--- config.mk ---
export PLATFORM = sky130hd
export DESIGN_NAME = escaped_frame_deframer
export DESIGN_NICKNAME = d
export VERILOG_FILES = /design/src/hw/rtl/edf_pkg.sv /design/src/hw/rtl/edf_decode.sv /design/src/hw/rtl/edf_result_queue.sv /design/src/hw/rtl/escaped_frame_deframer.sv
export SDC_FILE = /design/constraint.sdc
export NUM_CORES = 1
export LEC_CHECK = 0
export BUFFER_PORTS_ARGS = -buffer_cell sky130_fd_sc_hd__buf_4
export CAP_MARGIN = 20
export CORE_ASPECT_RATIO = 0.7
export CORE_MARGIN = 5
export CORE_UTILIZATION = 58
export CTS_BUF_LIST = sky130_fd_sc_hd__clkbuf_8
export DETAILED_ROUTE_END_ITERATION = 7
export GPL_ROUTABILITY_DRIVEN = 0
export GPL_TIMING_DRIVEN = 0
export PLACE_DENSITY = 0.88
export SYNTH_ARGS = -nofsm -noshare
export SYNTH_HDL_FRONTEND = slang
export SYNTH_HIERARCHICAL = 1
export SYNTH_SLANG_ARGS = --single-unit
--- constraint.sdc ---
create_clock -name clk_i -period 6.38 [get_ports clk_i]
set_input_delay 1.276 -clock clk_i [delete_from_list [all_inputs] [get_ports clk_i]]
set_output_delay 1.276 -clock clk_i [all_outputs]
set_load 0.01 [all_outputs]
--- src/hw/rtl/edf_pkg.sv ---
// edf_pkg: shared types and constants of the escaped frame deframer
// no dependencies; used by every rtl file of the block and by its checker
`default_nettype none

package edf_pkg;

  // result kinds
  typedef enum logic [1:0] {
    KIND_DATA       = 2'd0,
    KIND_END        = 2'd1,
    KIND_BAD_ESCAPE = 2'd2,
    KIND_TOO_LONG   = 2'd3
  } kind_e;

  // framing modes
  localparam logic [1:0] MODE_HUNT   = 2'd0;
  localparam logic [1:0] MODE_START  = 2'd1;
  localparam logic [1:0] MODE_INSIDE = 2'd2;

  // configuration register indexes
  localparam logic [2:0] REG_FLAG_BYTE       = 3'd0;
  localparam logic [2:0] REG_ESCAPE_BYTE     = 3'd1;
  localparam logic [2:0] REG_CODE_FOR_FLAG   = 3'd2;
  localparam logic [2:0] REG_CODE_FOR_ESCAPE = 3'd3;
  localparam logic [2:0] REG_MAX_FRAME_LEN   = 3'd4;

  // configuration reset values
  localparam logic [7:0]  RST_FLAG_BYTE       = 8'd126;
  localparam logic [7:0]  RST_ESCAPE_BYTE     = 8'd125;
  localparam logic [7:0]  RST_CODE_FOR_FLAG   = 8'd2;
  localparam logic [7:0]  RST_CODE_FOR_ESCAPE = 8'd1;
  localparam logic [15:0] RST_MAX_FRAME_LEN   = 16'd1024;

  typedef struct packed {
    logic [7:0]  flag_byte;
    logic [7:0]  escape_byte;
    logic [7:0]  code_for_flag;
    logic [7:0]  code_for_escape;
    logic [15:0] max_frame_len;
  } cfg_t;

  typedef struct packed {
    logic [1:0]  kind;
    logic [7:0]  out_byte;
    logic [15:0] frame_len;
    logic        last;
  } result_t;

  // up to two results produced by one input byte
  typedef struct packed {
    logic [1:0] num;
    result_t    r0;
    result_t    r1;
  } push_t;

endpackage

`default_nettype wire

--- src/hw/rtl/edf_decode.sv ---
// edf_decode: framing state registers and per-byte decode logic
// depends on edf_pkg (cfg_t, push_t, mode and kind codes)
`default_nettype none

module edf_decode (
  input  wire logic          clk_i,
  input  wire logic          rst_ni,
  input  wire logic          accept_i,
  input  wire logic [7:0]    in_byte_i,
  input  wire edf_pkg::cfg_t cfg_i,
  output edf_pkg::push_t     push_o
);

  logic [1:0]  mode_q, mode_d;
  logic [15:0] count_q, count_d;
  logic [7:0]  prev_q, prev_d;
  logic        body;
  logic [7:0]  dec_byte;
  edf_pkg::push_t push;

  always_comb begin
    mode_d   = mode_q;
    count_d  = count_q;
    prev_d   = prev_q;
    push     = '0;
    body     = 1'b0;
    dec_byte = (in_byte_i == cfg_i.code_for_flag) ? cfg_i.flag_byte : cfg_i.escape_byte;

    if (!accept_i) begin
      push = '0;
    end else if (mode_q != edf_pkg::MODE_START && mode_q != edf_pkg::MODE_INSIDE) begin
      // hunting: wait for an opening flag
      if (in_byte_i == cfg_i.flag_byte) begin
        mode_d  = edf_pkg::MODE_START;
        count_d = '0;
        prev_d  = '0;
      end
    end else if (in_byte_i == cfg_i.flag_byte) begin
      // leading flags are skipped, a later one closes the frame
      if (count_q != '0) begin
        push.num          = 2'd1;
        push.r0.kind      = edf_pkg::KIND_END;
        push.r0.frame_len = count_q;
        mode_d            = edf_pkg::MODE_HUNT;
        count_d           = '0;
        prev_d            = '0;
      end
    end else if (prev_q == cfg_i.escape_byte) begin
      // second byte of an escape pair
      if (in_byte_i == cfg_i.code_for_flag || in_byte_i == cfg_i.code_for_escape) begin
        push.num         = 2'd1;
        push.r0.kind     = edf_pkg::KIND_DATA;
        push.r0.out_byte = dec_byte;
        prev_d           = in_byte_i;
        body             = 1'b1;
      end else begin
        push.num     = 2'd1;
        push.r0.kind = edf_pkg::KIND_BAD_ESCAPE;
        mode_d       = edf_pkg::MODE_HUNT;
        count_d      = '0;
        prev_d       = '0;
      end
    end else begin
      // plain byte or start of an escape pair, both counted
      if (in_byte_i != cfg_i.escape_byte) begin
        push.num         = 2'd1;
        push.r0.kind     = edf_pkg::KIND_DATA;
        push.r0.out_byte = in_byte_i;
      end
      count_d = count_q + 16'd1;
      prev_d  = in_byte_i;
      body    = 1'b1;
    end

    if (body) begin
      if (count_d != '0) begin
        mode_d = edf_pkg::MODE_INSIDE;
      end
      if (count_d >= cfg_i.max_frame_len) begin
        if (push.num == 2'd0) begin
          push.r0.kind = edf_pkg::KIND_TOO_LONG;
        end else begin
          push.r1.kind = edf_pkg::KIND_TOO_LONG;
        end
        push.num = push.num + 2'd1;
        mode_d   = edf_pkg::MODE_HUNT;
        count_d  = '0;
        prev_d   = '0;
      end
    end

    // mark the final result of this byte
    if (push.num == 2'd1) begin
      push.r0.last = 1'b1;
    end else if (push.num == 2'd2) begin
      push.r1.last = 1'b1;
    end
  end

  always_ff @(posedge clk_i or negedge rst_ni) begin
    if (!rst_ni) begin
      mode_q  <= edf_pkg::MODE_HUNT;
      count_q <= '0;
      prev_q  <= '0;
    end else begin
      mode_q  <= mode_d;
      count_q <= count_d;
      prev_q  <= prev_d;
    end
  end

  assign push_o = push;

endmodule

`default_nettype wire

--- src/hw/rtl/edf_result_queue.sv ---
// edf_result_queue: four-entry result queue, up to two pushes and one pop a cycle
// depends on edf_pkg (push_t, result_t)
`default_nettype none

module edf_result_queue (
  input  wire logic           clk_i,
  input  wire logic           rst_ni,
  input  wire edf_pkg::push_t push_i,
  input  wire logic           pop_i,
  output logic                room_o,
  output logic                valid_o,
  output edf_pkg::result_t    head_o
);

  edf_pkg::result_t entry_q [4];
  logic [1:0] wr_ptr_q, rd_ptr_q;
  logic [2:0] cnt_q;
  logic       do_pop;

  assign do_pop  = pop_i && (cnt_q != 3'd0);
  assign valid_o = (cnt_q != 3'd0);
  assign room_o  = (cnt_q <= 3'd2);
  assign head_o  = entry_q[rd_ptr_q];

  always_ff @(posedge clk_i) begin
    if (push_i.num != 2'd0) begin
      entry_q[wr_ptr_q] <= push_i.r0;
    end
    if (push_i.num == 2'd2) begin
      entry_q[wr_ptr_q + 2'd1] <= push_i.r1;
    end
  end

  always_ff @(posedge clk_i or negedge rst_ni) begin
    if (!rst_ni) begin
      wr_ptr_q <= '0;
      rd_ptr_q <= '0;
      cnt_q    <= '0;
    end else begin
      wr_ptr_q <= wr_ptr_q + push_i.num;
      rd_ptr_q <= rd_ptr_q + {1'b0, do_pop};
      cnt_q    <= cnt_q + {1'b0, push_i.num} - {2'b00, do_pop};
    end
  end

endmodule

`default_nettype wire

--- src/hw/rtl/escaped_frame_deframer.sv ---
// escaped_frame_deframer: top level, configuration registers and channel glue
// depends on edf_pkg, edf_decode and edf_result_queue
//
// Usage:
//  - input channel (in_valid_i / in_ready_o / in_byte_i) takes one raw line byte
//    per transaction; output channel (out_valid_o / out_ready_i) delivers one
//    result per transaction: decoded byte, frame end with length, or a drop
//  - a byte causes zero, one or two results; last_o marks the final one of a byte
//  - the results of a byte are registered in the result queue before they reach
//    the output
//  - throughput: one byte per cycle while each byte gives at most one result and
//    the receiver is ready; the result queue is four deep and holds off input
//    (in_ready_o low) when it holds more than two results; a byte with two
//    results needs two output transactions, and the output takes one per cycle
//  - a stalled receiver fills the queue and then stops input; nothing is lost
//  - configuration: write transactions on cfg_valid_i / cfg_ready_o, always
//    ready; indexes beyond the register list are ignored; write only while idle
//  - reset: registers take their default values, the framer hunts for a flag,
//    the result queue is empty
`default_nettype none

module escaped_frame_deframer (
  input  wire logic        clk_i,
  input  wire logic        rst_ni,
  // byte input
  input  wire logic        in_valid_i,
  output logic             in_ready_o,
  input  wire logic [7:0]  in_byte_i,
  // result output
  output logic             out_valid_o,
  input  wire logic        out_ready_i,
  output logic [1:0]       kind_o,
  output logic [7:0]       out_byte_o,
  output logic [15:0]      frame_len_o,
  output logic             last_o,
  // configuration writes
  input  wire logic        cfg_valid_i,
  output logic             cfg_ready_o,
  input  wire logic [2:0]  cfg_index_i,
  input  wire logic [15:0] cfg_data_i
);

  edf_pkg::cfg_t    cfg_q;
  edf_pkg::push_t   push;
  edf_pkg::result_t head;
  logic             accept;
  logic             room;

  // configuration register file
  assign cfg_ready_o = 1'b1;

  always_ff @(posedge clk_i or negedge rst_ni) begin
    if (!rst_ni) begin
      cfg_q.flag_byte       <= edf_pkg::RST_FLAG_BYTE;
      cfg_q.escape_byte     <= edf_pkg::RST_ESCAPE_BYTE;
      cfg_q.code_for_flag   <= edf_pkg::RST_CODE_FOR_FLAG;
      cfg_q.code_for_escape <= edf_pkg::RST_CODE_FOR_ESCAPE;
      cfg_q.max_frame_len   <= edf_pkg::RST_MAX_FRAME_LEN;
    end else if (cfg_valid_i) begin
      case (cfg_index_i)
        edf_pkg::REG_FLAG_BYTE:       cfg_q.flag_byte       <= cfg_data_i[7:0];
        edf_pkg::REG_ESCAPE_BYTE:     cfg_q.escape_byte     <= cfg_data_i[7:0];
        edf_pkg::REG_CODE_FOR_FLAG:   cfg_q.code_for_flag   <= cfg_data_i[7:0];
        edf_pkg::REG_CODE_FOR_ESCAPE: cfg_q.code_for_escape <= cfg_data_i[7:0];
        edf_pkg::REG_MAX_FRAME_LEN:   cfg_q.max_frame_len   <= cfg_data_i;
        default: begin
          // unmapped index, write dropped
        end
      endcase
    end
  end

  // input transaction only when the queue can take two more results
  assign in_ready_o = room;
  assign accept     = in_valid_i && room;

  edf_decode u_decode (
    .clk_i     (clk_i),
    .rst_ni    (rst_ni),
    .accept_i  (accept),
    .in_byte_i (in_byte_i),
    .cfg_i     (cfg_q),
    .push_o    (push)
  );

  edf_result_queue u_queue (
    .clk_i   (clk_i),
    .rst_ni  (rst_ni),
    .push_i  (push),
    .pop_i   (out_ready_i),
    .room_o  (room),
    .valid_o (out_valid_o),
    .head_o  (head)
  );

  // result fields straight from the queue head register
  assign kind_o      = head.kind;
  assign out_byte_o  = head.out_byte;
  assign frame_len_o = head.frame_len;
  assign last_o      = head.last;

endmodule

`default_nettype wire

Word-level counts from Yosys, hierarchy flattened --
Memory sizes are Yosys's and may differ from the RTL's. Index checks and enable logic that the tools add are counted.
Word-level totals: register bits after elaboration 81, memory bits (writable) 108, input port bits 32, output and inout port bits 30, word-level logic and storage cells 106, memories kept 1
Cells by class: add/sub/neg operators 7, order comparisons 2, eq/ne operators 13, mux-type cells 57, reductions and logical operators 15
Memory list:
- u_queue.entry_q | depth 4, bits a word 27, read ports 1, clocked after memory_dff 0, wr ports 2, line edf_result_queue.sv:15 | edf_pkg::result_t entry_q [4];
Operators by type and width (count):
- 16-bit 2-to-1 mux | 11
- 8-bit 2-to-1 mux | 12
- 28-bit 2-to-1 mux | 2
- 8-bit equality test | 4
- 16-bit nonzero test | 2
- 2-bit 2-to-1 mux | 15
- 11-bit 2-to-1 mux | 2
- 16-bit by 1-bit adder with 16-bit output, second input constant | 1
- 16-bit greater-or-equal comparator | 1
- 1-bit 2-to-1 mux | 11
- 2-bit AND reduction | 5
- 4-bit 2-to-1 mux | 2
- 8-bit != test | 1
- 3-bit by 2-bit equality test with 1-bit output, second input constant | 2
- 3-bit 2-to-1 mux | 2
- 2-bit by 1-bit adder with 2-bit output, second input constant | 2
- 3-bit by 2-bit adder with 3-bit output | 1
- 3-bit by 1-bit equality test with 1-bit output, second input constant | 1
- 3-bit equality test, second input constant | 1
- 3-bit by 2-bit <= comparator with 1-bit output, second input constant | 1
- 1-bit logical AND | 3
- 3-bit logical NOT | 1
- 3-bit nonzero test | 1
- 3-bit by 1-bit subtractor with 3-bit output | 1
- other kinds (9) | 9

Logic depth before layout (Yosys ltp) --
depth in word-level cells 14, mapped depth 25, mapped depth without buffers 23

By module --
The synthesis kept the hierarchy.
By module, submodules not included:
- edf_result_queue | instances 1, cells an instance 301, area each 5641.7 um2, sequential area each 3418.3 um2
- edf_decode | instances 1, cells an instance 479, area each 3771.1 um2, sequential area each 650.6 um2
- escaped_frame_deframer | instances 1, cells an instance 108, area each 1918.1 um2, sequential area each 1219.9 um2

Least setup slack after synthesis --
OpenSTA, ideal clock, no wires.
path type in2reg, start point in in_byte_i[2], end point mem u_queue/entry_q[0][0] (netlist name), enable pin, library setup time 449 ps, data arrival time 6862 ps, data required time 5931 ps, slack -931 ps, cell stages on the path 19, buffers on the path 1, cells stage by stage buf_4 xnor2_2 and4_2 a21oi_2 a311oi_4 nand2_2 a21oi_1 ha_1 nand2b_1 a21o_1 a211oi_1 o21bai_1 a2111oi_2 o221ai_2 ha_1 nand2_1 o21ai_1 o21bai_1 o21ai_0
RTL lines:
- start, declared | line escaped_frame_deframer.sv:28 | input wire logic [7:0] in_byte_i,
- end, declared | line edf_result_queue.sv:15

==> results by group <==
Status
  – Status: completed

Drt
  – Via count: 7846
  – DRC viols: 0
  – Post-route ant nets: 0
  – Final WL: 27000 um
  – DR vias/cell: 6.17
  – Initial drt markers: 1069
  – Pre-Repair DR Iteration Count: 6
  – DR WL/cell: 21.2 um

Global routing
  – Initial antenna violation count: 0
  – Global-route wire length before repair: 42400 um
  – GRT overflow: 0
  – Vias in the first global route: 7813
  – Largest net degree at the start of global routing: 82
  – GRT Resource Usage Total: 24.1%

Logic synthesis
  – Seq/Total Area, Yosys: 46.7%
  – Main combinational cell family by area after synthesis: multiplexers
  – Synth Area per Inst: 12.8 um^2
  – Post-synthesis cell type count: 84
  – Adder-Cell Fraction of Synth Area: 2.61%
  – Synth top area share: 28.6%
  – Leading area contributor after synthesis: edfxtp_1
  – Post-synth EDFFs: 108
  – Ranking of synthesized cells by area: edfxtp_1 (29%), dfrtp_1 (15%), mux2_2 (15%), mux4_2 (5.4%), dfstp_2 (3.5%)
  – Most used DFF post-synth: edfxtp_1
  – Cell Area, Synth: 11300 um^2
  – Post-Synth XOR/XNOR Area: 4.66%
  – Seq cells post-synth: 189
  – Synth Area in Simple Gates: 9.29%
  – Compound-Gate Fraction of Synth Area: 9.42%
  – Post-synth ARST share: 42.9%
  – Post-Syn Instances: 888
  – Mux contribution to synthesized area: 21.5%
  – Yosys warning count: 6

Floorplanning
  – IO Pins: 62
  – Num rows: 42
  – Die Span X: 177 um
  – Die Y: 127 um
  – Area of the core: 19100 um^2
  – Die area: 22500 um^2
  – Starting Density: 59.4%

Worst setup path
  – Reg-to-Reg Start: u_queue/cnt_q[0]
  – Crit-path max FO: 20
  – Critical path class: in -> reg
  – Critical Path RT: 6.61 ns
  – Termination of the worst setup path: u_queue/entry_q[2][14]
  – WP data arrival: 6.53 ns
  – Critical path launch point type: input pin
  – CP Capture Type: flip-flop
  – RR Endpoint: u_queue/entry_q[2][14]
  – R2R setup slack: 0.20 ns
  – Critical path startpoint: in_valid_i
  – Worst R2R Path Depth: 23

Min path
  – Worst hold path type: reg -> reg

STA
  – Final hold violations: 0
  – Sum Neg Setup Slack: 0 ns
  – # setup viols final: 0
  – Worst slew margin: 35.7%
  – Fin crit share: 98.8%
  – Clock Skew: 0.0172 ns
  – Max-slew violations: 0
  – Worst-margin pin slew: 0.962 ns
  – Max Fclk: 159 MHz
  – Minimum clock period: 6.30 ns

Pwr
  – Maximum vdd drop: 0.000209 V
  – Sequential Power Share: 40.4%
  – Clk pwr share: 20.4%
  – Switching power share of the total: 35.8%
  – P_sw: 0.00154 W
  – Internal: 0.00277 W
  – Leak: 5.13 nW
  – PwrDens: 335 nW/um^2
  – Comb power frac: 39.2%

Clock network
  – TritonCTS buffer count: 17
  – Clock buffer depth: 2
  – CTS clk-pin slew, worst paths: 0.10 ns
  – Hold-fix buffers, CTS: 0
  – CTS tree: built
  – CTS root buffer: clkbuf_8
  – Worst-Skew Late Latency: 0.48 ns
  – Clock sinks: 189
  – H-Tree Depth: 4

Final layout
  – Layout area overhead: 13.4%
  – Nets: 1050
  – N_diodes: 0
  – Fillers: 1343
  – Layout cell share with drive strength beyond 1: 42.1%
  – Final core occ: 67.4%

Run
  – Max Cap Viol: 0

Placed design
  – DP HPWL: 19000 um
  – PortBufs: 52
-- state kept, by name (all words and copies together), names as in the netlist --
register,flops
u_queue/entry_q,108
cfg_q,48
u_decode/count_q,16
u_decode/prev_q,8
u_queue/cnt_q,3
u_decode/mode_q,2
u_queue/rd_ptr_q,2
u_queue/wr_ptr_q,2
-- power groups by stage --
| stage | combinational [W] | clock (W) | sequential [W] |
|---|---|---|---|
| final | 0.00169 | 0.000877 | 0.00174 |
| after global routing | 0.00181 | 0.000944 | 0.00177 |
| after CTS | 0.00164 | 0.000889 | 0.00174 |
| after detailed placement | 0.00162 | 0 | 0.00176 |
| after global placement | 0.00154 | 0 | 0.00175 |
| after floorplan | 0.00111 | 0 | 0.00172 |
-- worst max-delay path: stages --
cell and delay [ns]:
buf_4 0.07, and2_1 0.33, nand2_1 0.33, a21oi_1 0.40
nand2_1 0.23, nor2_1 0.19, a21oi_2 0.06, ha_1 0.27
nand2b_1 0.14, a21o_1 0.18, a211oi_1 0.23, o21bai_1 0.17
a2111oi_4 0.44, o221ai_4 0.23, ha_1 0.27, and2_1 0.21
buf_4 0.15, clkbuf_2 0.18, and4bb_2 0.26, clkbuf_4 0.22
buf_6 0.19, o21bai_4 0.26, buf_16 0.22
-- cell type report --
type	count	area [um^2]	area share, %
buffer	74	528	4.11
clock buffer	17	234	1.82
clock inverter	15	196	1.53
inverter	37	139	1.08
multi-input combinational	611	5580	43.5
sequential	189	5290	41.2
tap	264	330	2.57
timing repair buffer	65	548	4.27
-- worst min path at each step --
| stage | start | end | slack (ns) | cells past startpoint |
|---|---|---|---|---|
| after floorplan | cfg_q[15] | cfg_q[15] | 0.48 | 1 |
| after global placement | cfg_q[2] | cfg_q[2] | 0.49 | 1 |
| after detailed placement | cfg_q[8] | cfg_q[8] | 0.49 | 1 |
| after CTS | cfg_q[4] | cfg_q[4] | 0.53 | 1 |
| after global routing | cfg_q[15] | cfg_q[15] | 0.53 | 1 |
| final | cfg_q[4] | cfg_q[4] | 0.52 | 1 |
-- cells in the final DEF (no fill, tap or decap), drive strengths merged, types with 28 or more instances in the layout --
cell,count
nand2,34
nor2,60
a21oi,38
buf,128
o21ai,32
mux2,156
edfxtp,108
xnor2,48
inv,46
clkbuf,28
dfrtp,66
-- cell families (layout without fill, tap and decap cells) --
group | Yosys count | count (layout)
and+or+nand+nor | 181 | 181
other | 2 | 25
buffers and inverters | 111 | 208
DFF | 189 | 189
muxes | 186 | 186
xor gates and xnor gates | 50 | 50
AOI/OAI and AO/OA | 146 | 146
adders and majority gates | 23 | 23
-- Yosys cell counts (3+ instances only) --
cell type    n
a211oi_1     4
nand2_2      3
buf_2       18
o21ai_1      3
xnor2_2     11
o2111ai_1    4
buf_6       12
inv_1       37
ha_1        22
o211ai_1     4
nor2_1      54
and2_1      10
a21o_1       7
nor3_1      18
o21ai_0     29
or3_1        7
a31oi_1      6
and4bb_2     4
mux2_2     146
nand4_2      3
a21boi_0     6
buf_4       34
o21bai_1     3
nand2_1     31
dfstp_2     15
nand4_1     13
mux2_4      10
o31ai_1      4
nand3_1      4
dfrtp_1     66
o21a_1       4
mux2i_1      3
xnor2_1     37
clkbuf_1     6
edfxtp_1   108
nor2_2       5
mux4_2      27
a221oi_1     8
nor2b_1      3
a21oi_1     37
-- per-stage QoR --
step | total power, W | cell area [um^2] | worst slack [ns] | hold slack [ns] | instances
final | 0.00431 | 12800 | 0.0767 | 0.524 | 1272
after global routing | 0.00452 | 12800 | -0.0277 | 0.531 | 1272
after CTS | 0.00427 | 12700 | 0.0133 | 0.525 | 1261
after detailed placement | 0.00338 | 12200 | -0.807 | 0.492 | 1229
after global placement | 0.00330 | 12100 | -1.82 | 0.493 | 1227
after floorplan | 0.00283 | 11400 | -0.113 | 0.481 | 911
-- routing by layer --
layer / part of all wire [%] / vias to the layer above / track usage (%)
li1: - / 3505 / -
met1: 43 / 3857 / 35.1
met2: 46 / 437 / 36.8
met3: 9.8 / 47 / 5.95
met4: 1.4 / 0 / 5.78
met5: 0 / - / 0
-- timing repair --
item | in CTS | in global routing
setup buffers | 0 | 10
gates resized for setup | 6 | 11
gates cloned | 0 | 0
endpoints found under the setup margin | 183 | 204
pin swaps | 0 | 4
No activity file was read; power rests on OpenSTA's default activity.
